**config.mk**
```make
export PLATFORM = sky130hd
export DESIGN_NAME = terminal_column_pad_tracker_core
export DESIGN_NICKNAME = d
export VERILOG_FILES = /design/src/rtl/core/tcpt_pkg.sv /design/src/rtl/core/terminal_column_pad_tracker_core.sv
export SDC_FILE = /design/constraint.sdc
export NUM_CORES = 1
export LEC_CHECK = 0
export BUFFER_PORTS_ARGS = -buffer_cell sky130_fd_sc_hd__buf_2
export CORE_ASPECT_RATIO = 0.9
export CORE_MARGIN = 10
export CORE_UTILIZATION = 57
export DETAILED_ROUTE_END_ITERATION = 8
export PLACE_DENSITY = 0.82
export SYNTH_ARGS = -nofsm -noshare
export SYNTH_HDL_FRONTEND = slang
export SYNTH_SLANG_ARGS = --single-unit
```
**constraint.sdc**
```tcl
create_clock -name i_clk -period 4.6 [get_ports i_clk]
set_input_delay 0.69 -clock i_clk [delete_from_list [all_inputs] [get_ports i_clk]]
set_output_delay 0.69 -clock i_clk [all_outputs]
set_load 0.005 [all_outputs]
```
**src/rtl/core/tcpt_pkg.sv**
```systemverilog
// Shared types and constants for the terminal column pad tracker.
// Used by terminal_column_pad_tracker_core; depends on nothing else.
package tcpt_pkg;

    // Sequencer states of the core.
    typedef enum logic [1:0] {
        ST_RUN = 2'd0,
        ST_DIV = 2'd1,
        ST_FIN = 2'd2,
        ST_OUT = 2'd3
    } t_state;

    // Escape tracking modes.
    typedef enum logic [1:0] {
        ESC_NORMAL = 2'd0,
        ESC_SAW    = 2'd1,
        ESC_CSI    = 2'd2
    } t_esc_mode;

    localparam int WIDTH_BITS    = 12;
    localparam int APB_ADDR_BITS = 3;

    // Register index of the line width register in the register map.
    localparam logic REG_LINE_WIDTH = 1'b0;

    localparam logic [WIDTH_BITS-1:0] DEFAULT_WIDTH = 12'd80;

    localparam logic [7:0] BYTE_ESC       = 8'h1B;
    localparam logic [7:0] BYTE_CSI_OPEN  = 8'h5B;
    localparam logic [7:0] BYTE_FINAL_LO  = 8'h40;
    localparam logic [7:0] BYTE_FINAL_HI  = 8'h7E;
    localparam logic [7:0] BYTE_LF        = 8'h0A;
    localparam logic [7:0] BYTE_CR        = 8'h0D;
    localparam logic [7:0] BYTE_TAB       = 8'h09;

endpackage

```
**src/rtl/core/terminal_column_pad_tracker_core.sv**
```systemverilog
// Top level of the terminal column pad tracker: escape stripping, column tracking
// and the right-alignment padding computed by a bit-serial restoring-divide unit.
// Depends on tcpt_pkg.
//
// Usage: message bytes enter one word per cycle on the s_axis channel while the core
// is not busy with a finished message (tdata[7:0] is the byte, tlast marks the final
// byte of a message). ANSI CSI escapes are removed and the cursor column of the
// visible text is tracked. After the last byte no new word is accepted until the
// result is taken: COLUMN_BITS one-bit-per-cycle remainder steps reduce the column
// modulo the terminal width, a further step forms the padding, and the result word
// is then held on m_axis. The result word carries the pad count in tdata[11:0] and
// the wrap flag in tuser. It stays until m_axis_tready is high; while it waits, no
// new byte is accepted. After the result the column and escape mode start fresh.
// Reset (synchronous, active low) clears the column and escape mode and loads the
// line width register with 80. The APB port holds that register at byte address 0;
// a zero width means 80 columns. Write it only while no message is in flight.
module terminal_column_pad_tracker_core #(
    parameter int TAB_STOP    = 8,
    parameter int MARK_WIDTH  = 2,
    parameter int COLUMN_BITS = 16
) (
    input  logic                              i_clk,
    input  logic                              i_rst_n,
    // Input byte stream.
    input  logic                              s_axis_tvalid,
    output logic                              s_axis_tready,
    input  logic [7:0]                        s_axis_tdata,  // [7:0] char_byte
    input  logic                              s_axis_tlast,  // is_last
    // Result stream.
    output logic                              m_axis_tvalid,
    input  logic                              m_axis_tready,
    output logic [15:0]                       m_axis_tdata,  // [11:0] pad_count, rest zero
    output logic                              m_axis_tuser,  // [0] wrap_first
    // Configuration port.
    input  logic                              psel,
    input  logic                              penable,
    input  logic                              pwrite,
    input  logic [tcpt_pkg::APB_ADDR_BITS-1:0] paddr,
    input  logic [31:0]                       pwdata,
    output logic [31:0]                       prdata,
    output logic                              pready
);

    localparam int WB     = tcpt_pkg::WIDTH_BITS;
    localparam int PH_W   = $clog2(TAB_STOP);
    localparam int CNT_W  = $clog2(COLUMN_BITS);
    localparam logic [PH_W-1:0]        PH_LAST  = PH_W'(TAB_STOP - 1);
    localparam logic [COLUMN_BITS:0]   TAB_EXT  = (COLUMN_BITS+1)'(TAB_STOP);
    localparam logic [CNT_W-1:0]       CNT_LAST = CNT_W'(COLUMN_BITS - 1);
    localparam logic [WB:0]            MARK_EXT = (WB+1)'(MARK_WIDTH);

    // ------------------------------------------------------------------
    // Configuration register.
    // ------------------------------------------------------------------
    logic [WB-1:0] r_line_width;
    logic [WB-1:0] w_eff;
    logic          cfg_sel;

    assign pready  = 1'b1;
    assign cfg_sel = (paddr[2] == tcpt_pkg::REG_LINE_WIDTH);
    assign prdata  = cfg_sel ? {{(32-WB){1'b0}}, r_line_width} : 32'd0;
    assign w_eff   = (r_line_width == '0) ? tcpt_pkg::DEFAULT_WIDTH : r_line_width;

    always_ff @(posedge i_clk) begin
        if (!i_rst_n) begin
            r_line_width <= tcpt_pkg::DEFAULT_WIDTH;
        end else if (psel && penable && pwrite && pready && cfg_sel) begin
            r_line_width <= pwdata[WB-1:0];
        end
    end

    // ------------------------------------------------------------------
    // State.
    // ------------------------------------------------------------------
    tcpt_pkg::t_state    r_state, n_state;
    tcpt_pkg::t_esc_mode r_esc, n_esc;
    logic [COLUMN_BITS-1:0] r_column, n_column;   // doubles as dividend shift register
    logic [PH_W-1:0]        r_phase, n_phase;     // column modulo the tab stop
    logic [CNT_W-1:0]       r_cnt, n_cnt;
    logic [WB-1:0]          r_rem, n_rem;
    logic [WB-1:0]          r_pad, n_pad;
    logic                   r_wrap, n_wrap;

    logic s_accept;
    logic m_accept;

    // Output decode of the sequencer.
    always_comb begin
        s_axis_tready = 1'b0;
        m_axis_tvalid = 1'b0;
        case (r_state)
            tcpt_pkg::ST_RUN: s_axis_tready = 1'b1;
            tcpt_pkg::ST_OUT: m_axis_tvalid = 1'b1;
            default: begin
                s_axis_tready = 1'b0;
                m_axis_tvalid = 1'b0;
            end
        endcase
    end

    assign s_accept     = s_axis_tvalid && s_axis_tready;
    assign m_accept     = m_axis_tvalid && m_axis_tready;
    assign m_axis_tdata = {{(16-WB){1'b0}}, r_pad};
    assign m_axis_tuser = r_wrap;

    // Next state of the sequencer.
    always_comb begin
        n_state = r_state;
        case (r_state)
            tcpt_pkg::ST_RUN: if (s_accept && s_axis_tlast) n_state = tcpt_pkg::ST_DIV;
            tcpt_pkg::ST_DIV: if (r_cnt == '0) n_state = tcpt_pkg::ST_FIN;
            tcpt_pkg::ST_FIN: n_state = tcpt_pkg::ST_OUT;
            tcpt_pkg::ST_OUT: if (m_accept) n_state = tcpt_pkg::ST_RUN;
            default: n_state = tcpt_pkg::ST_RUN;
        endcase
    end

    // ------------------------------------------------------------------
    // Byte handling: escape filter and column advance.
    // ------------------------------------------------------------------
    logic                 visible;
    logic [COLUMN_BITS:0] col_sum;
    logic [COLUMN_BITS:0] col_inc;
    logic                 is_tab;
    logic                 is_break;

    assign is_tab   = (s_axis_tdata == tcpt_pkg::BYTE_TAB);
    assign is_break = (s_axis_tdata == tcpt_pkg::BYTE_LF) ||
                      (s_axis_tdata == tcpt_pkg::BYTE_CR);
    assign col_inc  = is_tab ? (TAB_EXT - (COLUMN_BITS+1)'(r_phase)) : (COLUMN_BITS+1)'(1);
    assign col_sum  = {1'b0, r_column} + col_inc;

    // One restoring-divide step: shift in the next column bit, subtract if it fits.
    logic [WB:0] trial;
    assign trial = {r_rem, r_column[COLUMN_BITS-1]};

    // Padding formation from the remainder.
    logic [WB:0] rem_mark;
    assign rem_mark = {1'b0, r_rem} + MARK_EXT;

    always_comb begin
        n_esc    = r_esc;
        n_column = r_column;
        n_phase  = r_phase;
        n_cnt    = r_cnt;
        n_rem    = r_rem;
        n_pad    = r_pad;
        n_wrap   = r_wrap;
        visible  = 1'b0;

        case (r_state)
            tcpt_pkg::ST_RUN: begin
                if (s_accept) begin
                    case (r_esc)
                        tcpt_pkg::ESC_CSI: begin
                            if (s_axis_tdata >= tcpt_pkg::BYTE_FINAL_LO &&
                                s_axis_tdata <= tcpt_pkg::BYTE_FINAL_HI) begin
                                n_esc = tcpt_pkg::ESC_NORMAL;
                            end
                        end
                        tcpt_pkg::ESC_SAW: begin
                            if (s_axis_tdata == tcpt_pkg::BYTE_CSI_OPEN) begin
                                n_esc = tcpt_pkg::ESC_CSI;
                            end else if (s_axis_tdata == tcpt_pkg::BYTE_ESC) begin
                                n_esc = tcpt_pkg::ESC_SAW;
                            end else begin
                                n_esc   = tcpt_pkg::ESC_NORMAL;
                                visible = 1'b1;
                            end
                        end
                        default: begin
                            if (s_axis_tdata == tcpt_pkg::BYTE_ESC) begin
                                n_esc = tcpt_pkg::ESC_SAW;
                            end else begin
                                n_esc   = tcpt_pkg::ESC_NORMAL;
                                visible = 1'b1;
                            end
                        end
                    endcase

                    if (visible) begin
                        if (is_break) begin
                            n_column = '0;
                            n_phase  = '0;
                        end else begin
                            // Once the column saturates it stays put, so the tab
                            // phase no longer matters until the next line break.
                            n_column = col_sum[COLUMN_BITS] ? '1 : col_sum[COLUMN_BITS-1:0];
                            if (is_tab || r_phase == PH_LAST) begin
                                n_phase = '0;
                            end else begin
                                n_phase = r_phase + PH_W'(1);
                            end
                        end
                    end

                    if (s_axis_tlast) begin
                        // The message ends: escape state is discarded and the
                        // column is consumed by the remainder steps.
                        n_esc   = tcpt_pkg::ESC_NORMAL;
                        n_phase = '0;
                        n_rem   = '0;
                        n_cnt   = CNT_LAST;
                    end
                end
            end
            tcpt_pkg::ST_DIV: begin
                if (trial >= {1'b0, w_eff}) begin
                    n_rem = WB'(trial - {1'b0, w_eff});
                end else begin
                    n_rem = trial[WB-1:0];
                end
                // Shifting in zeros leaves the column cleared for the next message.
                n_column = {r_column[COLUMN_BITS-2:0], 1'b0};
                n_cnt    = r_cnt - CNT_W'(1);
            end
            tcpt_pkg::ST_FIN: begin
                if ({1'b0, w_eff} > rem_mark) begin
                    n_pad  = WB'({1'b0, w_eff} - rem_mark);
                    n_wrap = 1'b0;
                end else begin
                    n_pad  = ({1'b0, w_eff} > MARK_EXT) ? WB'({1'b0, w_eff} - MARK_EXT) : '0;
                    n_wrap = 1'b1;
                end
            end
            default: begin
                n_esc = r_esc;
            end
        endcase
    end

    always_ff @(posedge i_clk) begin
        if (!i_rst_n) begin
            r_state  <= tcpt_pkg::ST_RUN;
            r_esc    <= tcpt_pkg::ESC_NORMAL;
            r_column <= '0;
            r_phase  <= '0;
            r_cnt    <= '0;
        end else begin
            r_state  <= n_state;
            r_esc    <= n_esc;
            r_column <= n_column;
            r_phase  <= n_phase;
            r_cnt    <= n_cnt;
        end
    end

    always_ff @(posedge i_clk) begin
        r_rem  <= n_rem;
        r_pad  <= n_pad;
        r_wrap <= n_wrap;
    end

endmodule

```
# [After elaboration in Yosys (flattened, before gate mapping)]
# Cells that the tools add are included.
[totals] ff_bits=64 input_bits=51 output_inout_bits=52 word_cells=98
[op_classes] add_sub_neg=8 magnitude_cmp=5 eq_ne=18 mux=38 bitwise_logic=1 n_reduce_logical=19
[ops] operator="2-to-1 mux 12 bit" count=7
[ops] operator="2-to-1 mux 16 bit" count=4
[ops] operator="one-hot mux 16 bit (2 select lines)" count=1
[ops] operator="== test 8 x 4 -> 1 bit, second input constant" count=3
[ops] operator="one-hot mux 12 bit (2 select lines)" count=1
[ops] operator="subtractor 12 bit" count=2
[ops] operator="adder 16 x 17 -> 17 bit" count=1
[ops] operator="2-to-1 mux 17 bit" count=1
[ops] operator="AND reduction 3 bit" count=5
[ops] operator="adder 12 x 2 -> 13 bit, second input constant" count=1
[ops] operator="greater-or-equal comparator 13 x 12 -> 1 bit" count=1
[ops] operator="greater-than comparator 12 x 13 -> 1 bit" count=1
[ops] operator="greater-than comparator 12 x 2 -> 1 bit, second input constant" count=1
[ops] operator="logical NOT 12 bit" count=1
[ops] operator="2-to-1 mux 2 bit" count=6
[ops] operator="2-to-1 mux 3 bit" count=4
[ops] operator="subtractor 12 x 2 -> 12 bit, second input constant" count=1
[ops] operator="!= test 2 bit, second input constant" count=5
[ops] operator="== test 8 x 5 -> 1 bit, second input constant" count=1
[ops] operator="== test 8 x 7 -> 1 bit, second input constant" count=1
[ops] operator="greater-or-equal comparator 8 x 7 -> 1 bit, second input constant" count=1
[ops] operator="<= comparator 8 x 7 -> 1 bit, second input constant" count=1
[ops] operator="2-to-1 mux 1 bit" count=8
[ops] operator="2-to-1 mux 4 bit" count=2
[ops] operator="18 further kinds" count=29

# [Longest topological paths before layout]
# Gate-level depths: netlist of run 1.
[logic_depth] word_depth=9 ltp_mapped=14 mapped_depth_nobuf=13

# [Worst setup path after synthesis of run 1]
# Ideal clock, no wire load.
[synth_path] path_kind="input to register" from="input s_axis_tdata[5]" to="register r_column[7]" setup_ps=133 t_arrival_ps=3763 required_time_ps=4467 path_slack_ps=704 path_stages=13 n_path_buf=1 path_cell_list="or3b_2 -> or3_1 -> or3b_2 -> nand2b_1 -> ha_1 -> fa_1 -> a21oi_1 -> o21bai_1 -> and2_1 -> nor2b_1 -> clkbuf_1 -> o21ai_0 -> a31oi_1"
[synth_via] elab_chain_cells=8 word_cells_on_any_way=20 cone_classes="1 x add/sub; 6 x eq/ne; 11 x mux; 2 x reduce/logical"
[synth_lines] item="start: declaration" line="terminal_column_pad_tracker_core.sv:27" text="input logic [7:0] s_axis_tdata,"
[synth_lines] item="== test 8 x 4 -> 1 bit / == test 8 x 5 -> 1 bit (equally long branches)" line="terminal_column_pad_tracker_core.sv:127, terminal_column_pad_tracker_core.sv:164, terminal_column_pad_tracker_core.sv:172"
[synth_lines] item="2-to-1 mux 17 bit / 2-to-1 mux 1 bit (equally long branches)" line="terminal_column_pad_tracker_core.sv:130, terminal_column_pad_tracker_core.sv:164, terminal_column_pad_tracker_core.sv:172"
[synth_lines] item="adder 16 x 17 -> 17 bit / 2-to-1 mux 1 bit (equally long branches)" line="terminal_column_pad_tracker_core.sv:131, terminal_column_pad_tracker_core.sv:162"
[synth_lines] item="2-to-1 mux 16 bit / one-hot mux 1 bit (2 select lines) (equally long branches)" line="terminal_column_pad_tracker_core.sv:188, terminal_column_pad_tracker_core.sv:154"
[synth_lines] item="2-to-1 mux 16 bit / 2-to-1 mux 1 bit (equally long branches)" line="terminal_column_pad_tracker_core.sv:182, terminal_column_pad_tracker_core.sv:153"
[synth_lines] item="2-to-1 mux 16 bit / 2-to-1 mux 1 bit (equally long branches)" line="terminal_column_pad_tracker_core.sv:181, terminal_column_pad_tracker_core.sv:151"
[synth_lines] item="2-to-1 mux 16 bit / != test 2 x 1 -> 1 bit (equally long branches)"
[synth_lines] item="one-hot mux 16 bit (2 select lines) / AND reduction 3 bit (equally long branches)"
[synth_lines] item="end signal: assignment" line="terminal_column_pad_tracker_core.sv:242" text="r_column <= n_column;"
[synth_lines] item="end: declaration" line="terminal_column_pad_tracker_core.sv:77" text="logic [COLUMN_BITS-1:0] r_column, n_column;"
# Several ways; a longest one is shown, not always the timed one. The select of a mux whose other input is x is not followed.
# A chain may end at the register's enable or synchronous reset.

# [Final worst setup path of run 1]
[layout_path] from="input s_axis_tdata[5]" to="register r_column[11]"
# Same word-level chain as after synthesis.

==> results.ini, run 1 <==
[status]
outcome = complete, no violations

[floorplanning]
rows = 33
dieArea_um2 = 13500
io_pins = 103
fp.dieH_um = 111
start_util_pct = 58.2
core_um2 = 9040
die_x_um = 121

[cts]
htree_levels = 3
clockRootBuffer = clkbuf_8
clk_latency_ns = 0.36
clkSinkCount = 64
clk_pin_slew_ns = 0.07
cts_made_buffers = 9
ctsResizeCount = 0
cts_tree = yes
postCtsSetupBuffers = 0
hold_buffers = 0
ctsLongestPathBuffers = 2

[layout]
multi_input_area_um2 = 3360
ff_latch_area_um2 = 1530
area_growth_pct = 7.75
fill_cells = 811
mostFrequentLayoutCells = 74 x nand2_1, 57 x nor2_1, 55 x buf_2
nets = 787
insertedDiodeCount = 0
layout_commonest_cell = nand2_1
drive_gt1_share_pct = 13.2

[timing]
slew_violations = 0
relSlewSlack_pct = 31.8
finalSetupViolations = 0
period_needed_ns = 4.09
final.setup.tns_ns = 0
rsz0062_at_grt = no
clock_skew_ns = 0.00724
post-route-period-util_pct = 88.9
worstMarginPinSlew_ns = 1.02
fmax_mhz = 245
finalHoldViolCount = 0

[routing]
drc = 0
dr.pass1.iters = 5
ant_nets = 0
vias = 4712
routedWlPerCell_um = 15.9
drt_iter0_drc = 320
viasPerCell = 5.75
drt-total-wl_um = 13000

[yosys]
yosys_warnings = 0
async_flop_share_pct = 0
synth_cell_types = 63
syn_inst = 652
synth_edf_count = 25
synth_top_area_cell = dfxtp_1
ys_ff_latch = 64
ys_seq_area_share_pct = 29.1
synth-main-ff-cell = dfxtp_1
yosysTopAreaCellShare_pct = 14.8
syn_area_um2 = 5260
synthTopCellsByArea = dfxtp_1 15%, edfxtp_1 14%, ha_1 9.5%
avgSynthCellArea_um2 = 8.07

[grt]
grt_pass1_wl_um = 21800
grt_pass1_vias = 4858
antenna_found_initial = 0
track_usage_pct = 19.1
grt_max_degree = 34
overflow = 0

[power_and_ir_drop]
ir_drop_uv = 314
swShare_pct = 43.8
combPwrFrac_pct = 52.7
total_power_mw = 2.67
clockPowerShare_pct = 15.4
power_leakage_nw = 2.35
p_int_mw = 1.50
powerDensity_nw_per_um2 = 471
p_sw_mw = 1.17
power_frac_seq_pct = 31.9

[critical_path]
cp_max_fo = 6
rr_worst_depth = 13
required_ns = 4.86
end_kind = flip-flop
rr_endpoint = r_pad[8]
crit_path_start_kind = input port
path_class = in2reg
r2r_setup_slack_ns = 0.66
r2r-start = r_line_width[8]
cp.arrival_ns = 4.35

[worst_hold_path]
hold_depth = 2
hp-start = r_column[11]
whs_endpoint = r_column[12]
holdCritPathClass = reg2reg

[place]
finalWeightedCongestion = 0.991
hpwl_um = 9980
io_buffers = 55

[job]
cap_violations = 0

## metrics by stage
step | hold slack [ns] | cell area (um2) | util (%) | instances | worst slack, ns
6_report | 0.472 | 5670 | 62.7 | 820 | 0.511
5_1_grt | 0.498 | 5670 | 62.7 | 820 | 0.295
4_1_cts | 0.475 | 5670 | 62.7 | 820 | 0.518
3_5_place_dp | 0.466 | 5510 | 61.0 | 804 | 0.174
3_3_place_gp | 0.456 | 5510 | 61.0 | 804 | 0.267
2_1_floorplan | 0.438 | 5350 | - | 675 | 0.704
## routing by layer
metal	GRT usage, %	vias up	wire [um]
li1	-	2334	-
met2	33.5	144	6590
met1	21.0	2208	5380
met4	8.98	0	328
met3	4.38	26	730
met5	0	-	0
## state kept, by name, summed over array words and instances, names as in the netlist
name and cells:
r_column 16, r_line_width 12, r_pad 12, r_rem 12, r_cnt 4, r_phase 3
r_esc 2, r_state 2, m_axis_tuser 1
## synth_stat cells, drive strengths merged (6+ instances only)
library cell / instances
a211oi: 10
a21o: 8
a21oi: 53
a31oi: 12
and3: 11
buf: 31
clkbuf: 25
dfxtp: 39
edfxtp: 25
ha: 40
inv: 36
mux2i: 18
nand2: 74
nand3: 28
nor2: 57
nor2b: 7
nor3: 15
nor4: 6
o21ai: 30
or3: 7
xnor2: 29
xor2: 18
## logic make-up (layout without fill, tap and decap cells)
kind of cell / count (synthesis) / after routing / share of synthesized area (%)
multiplexers: 21 / 21 / 4.07
AO/OA/AOI/OAI: 148 / 148 / 17.8
AND/OR/NAND/NOR: 231 / 231 / 21.0
flip-flops: 64 / 64 / 29.1
XOR/XNOR: 47 / 47 / 7.83
buffers and inverters: 92 / 115 / 8.68
other: 2 / 25 / 0.143
adder cells (fa/ha/maj): 47 / 47 / 11.4
## final cells by class
class | count | share of cell area [%]
clock buffers | 11 | 2.32
inverters | 36 | 2.38
flip-flops and latches | 64 | 27.0
clock inverters | 5 | 0.419
well taps | 122 | 2.69
multi-input cells | 519 | 59.2
repair buffers | 63 | 5.92
## how the worst max path moves through the flow
| stage | from | endpoint |
|---|---|---|
| final | s_axis_tdata[5] | r_column[11] |
| after global routing | s_axis_tdata[5] | r_column[11] |
| after floorplan | s_axis_tdata[5] | r_column[7] |
| after CTS | s_axis_tdata[5] | r_column[11] |
| after detailed placement | s_axis_tdata[5] | r_column[11] |
| after global placement | s_axis_tdata[5] | r_column[11] |
## critical path, stage by stage
cell and delay, ns:
buf_2 0.10, or3b_2 0.48, or3_1 0.34, or3b_2 0.49
nand2b_1 0.18, nor3_1 0.21, ha_1 0.20, inv_1 0.06
o21bai_1 0.39, and2_1 0.25, nor2b_1 0.39, nor2_1 0.08
a31o_2 0.27, a211oi_1 0.20
## power groups by stage
| stage | sequential (mW) | combinational, mW | clock [mW] |
|---|---|---|---|
| finish | 0.851 | 1.41 | 0.412 |
| detailed placement | 0.861 | 1.39 | 0 |
| CTS | 0.849 | 1.40 | 0.416 |
| global route | 0.864 | 1.56 | 0.439 |
| floorplan | 0.826 | 1.08 | 0 |
| global placement | 0.852 | 1.32 | 0 |
Power figures use the tool's default switching activity.
==> run 2, diff against run 1 <==
CORE_ASPECT_RATIO = default   (was 0.9)
==> run 2 against run 1 <==
Effect of this change:
- combinational power is 3% lower
- sequential power is 0.5% lower
- first-iteration DRC count is 25% lower
- wire length is 1.2% lower
- critical path depth is 2 lower
- die area hardly changed
- design area is 0.77% higher
- utilization is 1.9 points higher
- non-clock buffer count is 3 lower
- via count is 0.55% higher
- largest power group unchanged
- power is 5.1% higher
==> results.ini, run 2 (synthesis gave the netlist of run 1 again) <==
[status]
outcome = complete, no violations  ; unchanged

[critical_path]
rr_endpoint = r_pad[1]  ; was r_pad[8]
path_cells = or4_1 -> or3_4 -> nor4_2 -> nor2_1 -> inv_1 -> ha_1 -> a31o_2 -> o31ai_2 -> a21oi_1 -> o31ai_2 -> buf_4 -> mux2_2  ; was buf_2 -> or3b_2 -> or3_1 -> or3b_2 -> nand2b_1 -> nor3_1 -> ha_1 -> inv_1 -> o21bai_1 -> and2_1 -> nor2b_1 -> nor2_1 -> a31o_2 -> a211oi_1
crit_path_start_kind = flip-flop  ; was input port
crit_path_top_delay_cell = or4_1  ; was or3b_2
path_class = reg2reg  ; was in2reg
cp.arrival_ns = 4.16  ; was 4.35 ns
required_ns = 4.71  ; was 4.86 ns
end_kind = flip-flop  ; unchanged
crit_top_cell = o31ai_2  ; was or3b_2
crit_start = r_line_width[8]  ; was s_axis_tdata[5]
critPathBufInv = 2  ; unchanged
rr_worst_depth = 12  ; was 13
slowest_delay_ns = 0.58  ; was 0.49 ns
cp_max_fo = 13  ; was 6
crit_family = simple AND/OR/NAND/NOR gates  ; unchanged
r2r_setup_slack_ns = 0.55  ; was 0.66 ns
r2r-start = r_line_width[8]  ; unchanged

[cts]
clockRootBuffer = clkbuf_8  ; unchanged
postCtsSetupBuffers = 0  ; unchanged
clkSinkCount = 64  ; unchanged
ctsResizeCount = 0  ; unchanged
ctsLongestPathBuffers = 2  ; unchanged
cts_tree = yes  ; unchanged
htree_levels = 3  ; unchanged
cts_made_buffers = 9  ; unchanged
hold_buffers = 0  ; unchanged
clk_pin_slew_ns = 0.08  ; was 0.07 ns
clk_latency_ns = 0.35  ; was 0.36 ns

[floorplanning]
start_util_pct = 59.4  ; was 58.2%
rows = 34  ; was 33
core_um2 = 8850  ; was 9040 um2
dieArea_um2 = 13500  ; about the same
io_pins = 103  ; unchanged
fp.dieH_um = 116  ; was 111 um
die_x_um = 116  ; was 121 um

[routing]
drt_iter0_drc = 240  ; was 320
dr.pass1.iters = 5  ; unchanged
viasPerCell = 5.90  ; was 5.75
drc = 0  ; unchanged
ant_nets = 0  ; unchanged
drt-total-wl_um = 12900  ; was 13,000 um
vias = 4738  ; was 4,712
routedWlPerCell_um = 16.0  ; was 15.9 um

[grt]
grt_pass1_vias = 4657  ; was 4,858
track_usage_pct = 19.1  ; about the same
overflow = 0  ; unchanged
antenna_found_initial = 0  ; unchanged
grt_max_degree = 34  ; unchanged
grt_pass1_wl_um = 21300  ; was 21,800 um

[power_and_ir_drop]
powerDensity_nw_per_um2 = 491  ; was 471 nW/um2
ir_drop_uv = 299  ; was 314 uV
total_power_mw = 2.81  ; was 2.67 mW
power_leakage_nw = 2.38  ; was 2.35 nW

[timing]
period_needed_ns = 4.05  ; was 4.09 ns
rsz0062_at_grt = no  ; unchanged
worstMarginPinSlew_ns = 1.11  ; was 1.02 ns
relSlewSlack_pct = 25.5  ; was 31.8%
post-route-period-util_pct = 88.2  ; was 88.9%
final.setup.tns_ns = 0  ; unchanged
slew_violations = 0  ; unchanged
fmax_mhz = 247  ; was 245 MHz
finalHoldViolCount = 0  ; unchanged
finalSetupViolations = 0  ; unchanged
clock_skew_ns = 0.0108  ; was 0.00724 ns

[layout]
finalNonFillerCells = 803  ; was 820
largest_reg_flops = 16  ; unchanged
insertedDiodeCount = 0  ; unchanged
area_growth_pct = 8.59  ; was 7.75%
fin_area_um2 = 5710  ; was 5670 um2
mostFrequentLayoutCells = 74 x nand2_1, 57 x nor2_1, 55 x buf_2  ; unchanged
fill_cells = 774  ; was 811
largest-register = r_column  ; unchanged
nets = 784  ; was 787
layout_commonest_cell = nand2_1  ; unchanged
drive_gt1_share_pct = 13.5  ; was 13.2%

[place]
finalWeightedCongestion = 0.921  ; was 0.991
dpl-instance-area_um2 = 5470  ; was 5510 um2
dp.cells = 787  ; was 804
io_buffers = 55  ; unchanged
hpwl_um = 9960  ; was 9980 um

[worst_hold_path]
hold_depth = 2  ; unchanged
whs_endpoint = r_column[12]  ; unchanged
hp-start = r_column[11]  ; unchanged
holdCritPathClass = reg2reg  ; unchanged

[job]
cap_violations = 0  ; unchanged

run 2: where the power goes:
group          leakage [nW]  internal, mW  total, mW  switching (mW)
Clock                 0.124         0.334      0.587           0.253
Combinational          1.71         0.567       1.37           0.807
Sequential            0.548         0.731      0.847           0.116
run 2: layout make-up:
cell class,count,area [um2],area share (%)
Clock buffer,12,188,3.29
Clock inverter,4,51.3,0.898
Inverter,36,135,2.37
Multi-Input combinational cell,519,3360,58.8
Sequential cell,64,1530,26.8
Tap cell,108,135,2.37
Timing Repair Buffer,60,313,5.48
run 2: worst reg2reg max path, stage by stage, from the launching register on:
cell     delay (ns)
dfxtp_1        0.39
or4_1          0.58
or3_4          0.38
nor4_2         0.43
nor2_1         0.18
inv_1          0.11
ha_1           0.34
a31o_2         0.29
o31ai_2        0.11
a21oi_1        0.16
o31ai_2        0.19
buf_4          0.27
mux2_2         0.38
run 2: per-layer routing:
layer | vias to the layer above | wire, um | part of all wire (%) | track usage (%)
met5 | - | 0 | 0 | 0
met2 | 150 | 6590 | 51 | 35.0
met4 | 0 | 293 | 2.3 | 6.67
met1 | 2225 | 5250 | 41 | 21.6
li1 | 2337 | - | - | -
met3 | 26 | 749 | 5.8 | 3.77
run 2: stage by stage:
| step | hold WS (ns) | utilization (%) | worst slack [ns] |
|---|---|---|---|
| 5_1_grt | 0.517 | 64.6 | 0.342 |
| 3_5_place_dp | 0.474 | 61.8 | 0.295 |
| 6_report | 0.483 | 64.6 | 0.545 |
| 2_1_floorplan | 0.438 | - | 0.704 |
| 4_1_cts | 0.486 | 64.6 | 0.552 |
| 3_3_place_gp | 0.465 | 61.8 | 0.353 |
run 2: worst max path at each step:
stage	cells after the start	slack, ns	to
4_1_cts	12	0.55	r_pad[1]
3_3_place_gp	14	0.35	r_column[11]
2_1_floorplan	13	0.70	r_column[7]
3_5_place_dp	14	0.30	r_column[4]
6_report	12	0.55	r_pad[1]
5_1_grt	11	0.34	r_rem[11]
==> run 3, diff against run 2 <==
--- a/config.mk
+++ b/config.mk
@@ -10,5 +10,5 @@
 export CORE_UTILIZATION = 57
 export DETAILED_ROUTE_END_ITERATION = 8
-export PLACE_DENSITY = 0.82
+export PLACE_DENSITY = 0.92
 export SYNTH_ARGS = -nofsm -noshare
 export SYNTH_HDL_FRONTEND = slang
==> constraint.sdc (replaced) <==
create_clock -name i_clk -period 4.6 [get_ports i_clk]
set_input_delay 0.69 -clock i_clk [delete_from_list [all_inputs] [get_ports i_clk]]
set_output_delay 0.69 -clock i_clk [all_outputs]
set_load 0.05 [all_outputs]
==> run 3 against run 2 <==
Effect of this change:
- clock skew down 0.0036 ns
- largest cell class unchanged
- combinational power up 12%
- sequential share of layout area up 0.071 points
- sequential cell count unchanged
- register-to-register slack better by 0.05 ns
- sequential power about the same
- critical path depth up 2
- critical path type is now in2reg
- largest power group unchanged
- wire length up 5.9%
==> results.ini, run 3 (synthesis gave the netlist of run 1 again) <==
[floorplanning]
fp.dieH_um = 116  ; unchanged
core_um2 = 8850  ; unchanged
start_util_pct = 59.4  ; unchanged
dieArea_um2 = 13500  ; unchanged
die_x_um = 116  ; unchanged
rows = 34  ; unchanged
io_pins = 103  ; unchanged

[routing]
drt_iter0_drc = 381  ; was 240
viasPerCell = 6.04  ; was 5.90
drt-total-wl_um = 13600  ; was 12,900 um
ant_nets = 0  ; unchanged
drc = 0  ; unchanged
dr.pass1.iters = 7  ; was 5
routedWlPerCell_um = 17.0  ; was 16.0 um
vias = 4856  ; was 4,738

[cts]
postCtsSetupBuffers = 0  ; unchanged
ctsLongestPathBuffers = 2  ; unchanged
cts_made_buffers = 9  ; unchanged
clk_pin_slew_ns = 0.07  ; was 0.08 ns
clk_latency_ns = 0.36  ; was 0.35 ns
clkSinkCount = 64  ; unchanged
clockRootBuffer = clkbuf_8  ; unchanged
ctsResizeCount = 0  ; unchanged
cts_tree = yes  ; unchanged
htree_levels = 3  ; unchanged
hold_buffers = 0  ; unchanged

[worst_hold_path]
holdCritPathClass = reg2reg  ; unchanged

[timing]
fin_ws_ns = 0.500  ; was 0.545 ns
slew_violations = 0  ; unchanged
finalSetupViolations = 0  ; unchanged
finalHoldViolCount = 0  ; unchanged
worstMarginPinSlew_ns = 1.12  ; was 1.11 ns
period_needed_ns = 4.10  ; was 4.05 ns
post-route-period-util_pct = 89.1  ; was 88.2%
hold_ws_ns = 0.487  ; was 0.483 ns
clock_skew_ns = 0.00725  ; was 0.0108 ns
relSlewSlack_pct = 24.8  ; was 25.5%
final.setup.tns_ns = 0  ; unchanged
fmax_mhz = 244  ; was 247 MHz
rsz0062_at_grt = no  ; unchanged

[critical_path]
crit_path_start_kind = input port  ; was flip-flop
path_class = in2reg  ; was reg2reg
cp_max_fo = 9  ; was 13
end_kind = flip-flop  ; unchanged
cp.arrival_ns = 4.30  ; was 4.16 ns
required_ns = 4.80  ; was 4.71 ns

[layout]
mostFrequentLayoutCells = 74 x nand2_1, 57 x nor2_1, 55 x buf_2  ; unchanged
drive_gt1_share_pct = 13.4  ; was 13.5%
layout_commonest_cell = nand2_1  ; unchanged
largest_reg_flops = 16  ; unchanged
multi_input_area_um2 = 3360  ; unchanged
largest-register = r_column  ; unchanged
fin_area_um2 = 5700  ; was 5710 um2
insertedDiodeCount = 0  ; unchanged
fill_cells = 737  ; was 774
area_growth_pct = 8.30  ; was 8.59%
ff_latch_area_um2 = 1530  ; unchanged
finalNonFillerCells = 804  ; was 803
nets = 785  ; was 784

[place]
dp.cells = 788  ; was 787
dpl-instance-area_um2 = 5480  ; was 5470 um2
detailedPlace.worstSlack_ns = 0.308  ; was 0.295 ns
io_buffers = 55  ; unchanged
hpwl_um = 10300  ; was 9960 um
finalWeightedCongestion = 0.973  ; was 0.921

[power_and_ir_drop]
power_leakage_nw = 2.37  ; was 2.38 nW
powerDensity_nw_per_um2 = 513  ; was 491 nW/um2
ir_drop_uv = 231  ; was 299 uV

[grt]
track_usage_pct = 20.4  ; was 19.1%
grt_pass1_wl_um = 22700  ; was 21,300 um
grt_pass1_vias = 4895  ; was 4,657
overflow = 0  ; unchanged
grt_max_degree = 34  ; unchanged
antenna_found_initial = 0  ; unchanged

[status]
outcome = complete, no violations  ; unchanged

[job]
cap_violations = 0  ; unchanged

==> run 3: cell types whose count changed in the layout (fill, tap and decap cells not counted) <==
cell | before | now
clkinv_4 | 0 | 1
clkinv_1 | 0 | 1
clkbuf_1 | 0 | 1
clkinvlp_4 | 0 | 1
clkbuf_16 | 2 | 1
inv_4 | 2 | 0
buf_4 | 5 | 6
inv_6 | 1 | 0
==> run 3: routing by layer <==
| metal | GRT usage (%) | vias up | routed length, um |
|---|---|---|---|
| met3 | 4.24 | 48 | 889 |
| met4 | 8.59 | 0 | 516 |
| li1 | - | 2327 | - |
| met1 | 22.5 | 2267 | 5340 |
| met5 | 0 | - | 0 |
| met2 | 37.2 | 214 | 6890 |
==> run 3: worst paths after layout <==
kind	start	to	slack (ns)	depth (start not counted)
max	s_axis_tdata[5]	r_column[14]	0.50	14
min	r_column[0]	r_column[0]	0.49	2
max reg2reg	r_line_width[8]	r_pad[8]	0.60	13
min reg2reg	r_column[0]	r_column[0]	0.49	2
==> run 3: area by class of cell <==
class / instances / share of cell area, %
clock buffers: 12 / 2.92
clock inverters: 4 / 0.879
inverters: 36 / 2.37
multi-input cells: 519 / 59.0
flip-flops and latches: 64 / 26.9
well taps: 108 / 2.37
repair buffers: 61 / 5.62
==> run 3: stage by stage <==
| stage | power, mW | util, % |
|---|---|---|
| global route | 3.11 | 64.4 |
| detailed placement | 2.36 | 61.9 |
| global placement | 2.29 | 61.9 |
| CTS | 2.90 | 64.4 |
| floorplan | 2.06 | - |
| finish | 2.92 | 64.4 |
==> run 3: critical path, stage by stage <==
cell	delay [ns]
buf_2	0.11
or3b_2	0.48
or3_1	0.36
or3b_2	0.48
nand2b_1	0.18
ha_1	0.22
fa_1	0.41
a21oi_1	0.24
o21bai_1	0.19
and2_1	0.24
nor2b_1	0.18
buf_4	0.18
o21ai_0	0.23
a21oi_1	0.09
==> run 3: power by group <==
part | switching (mW) | internal, mW | leakage [nW]
sequential | 0.117 | 0.732 | 0.548
clock | 0.234 | 0.297 | 0.105
combinational | 0.977 | 0.566 | 1.72
total | 1.33 | 1.59 | 2.37
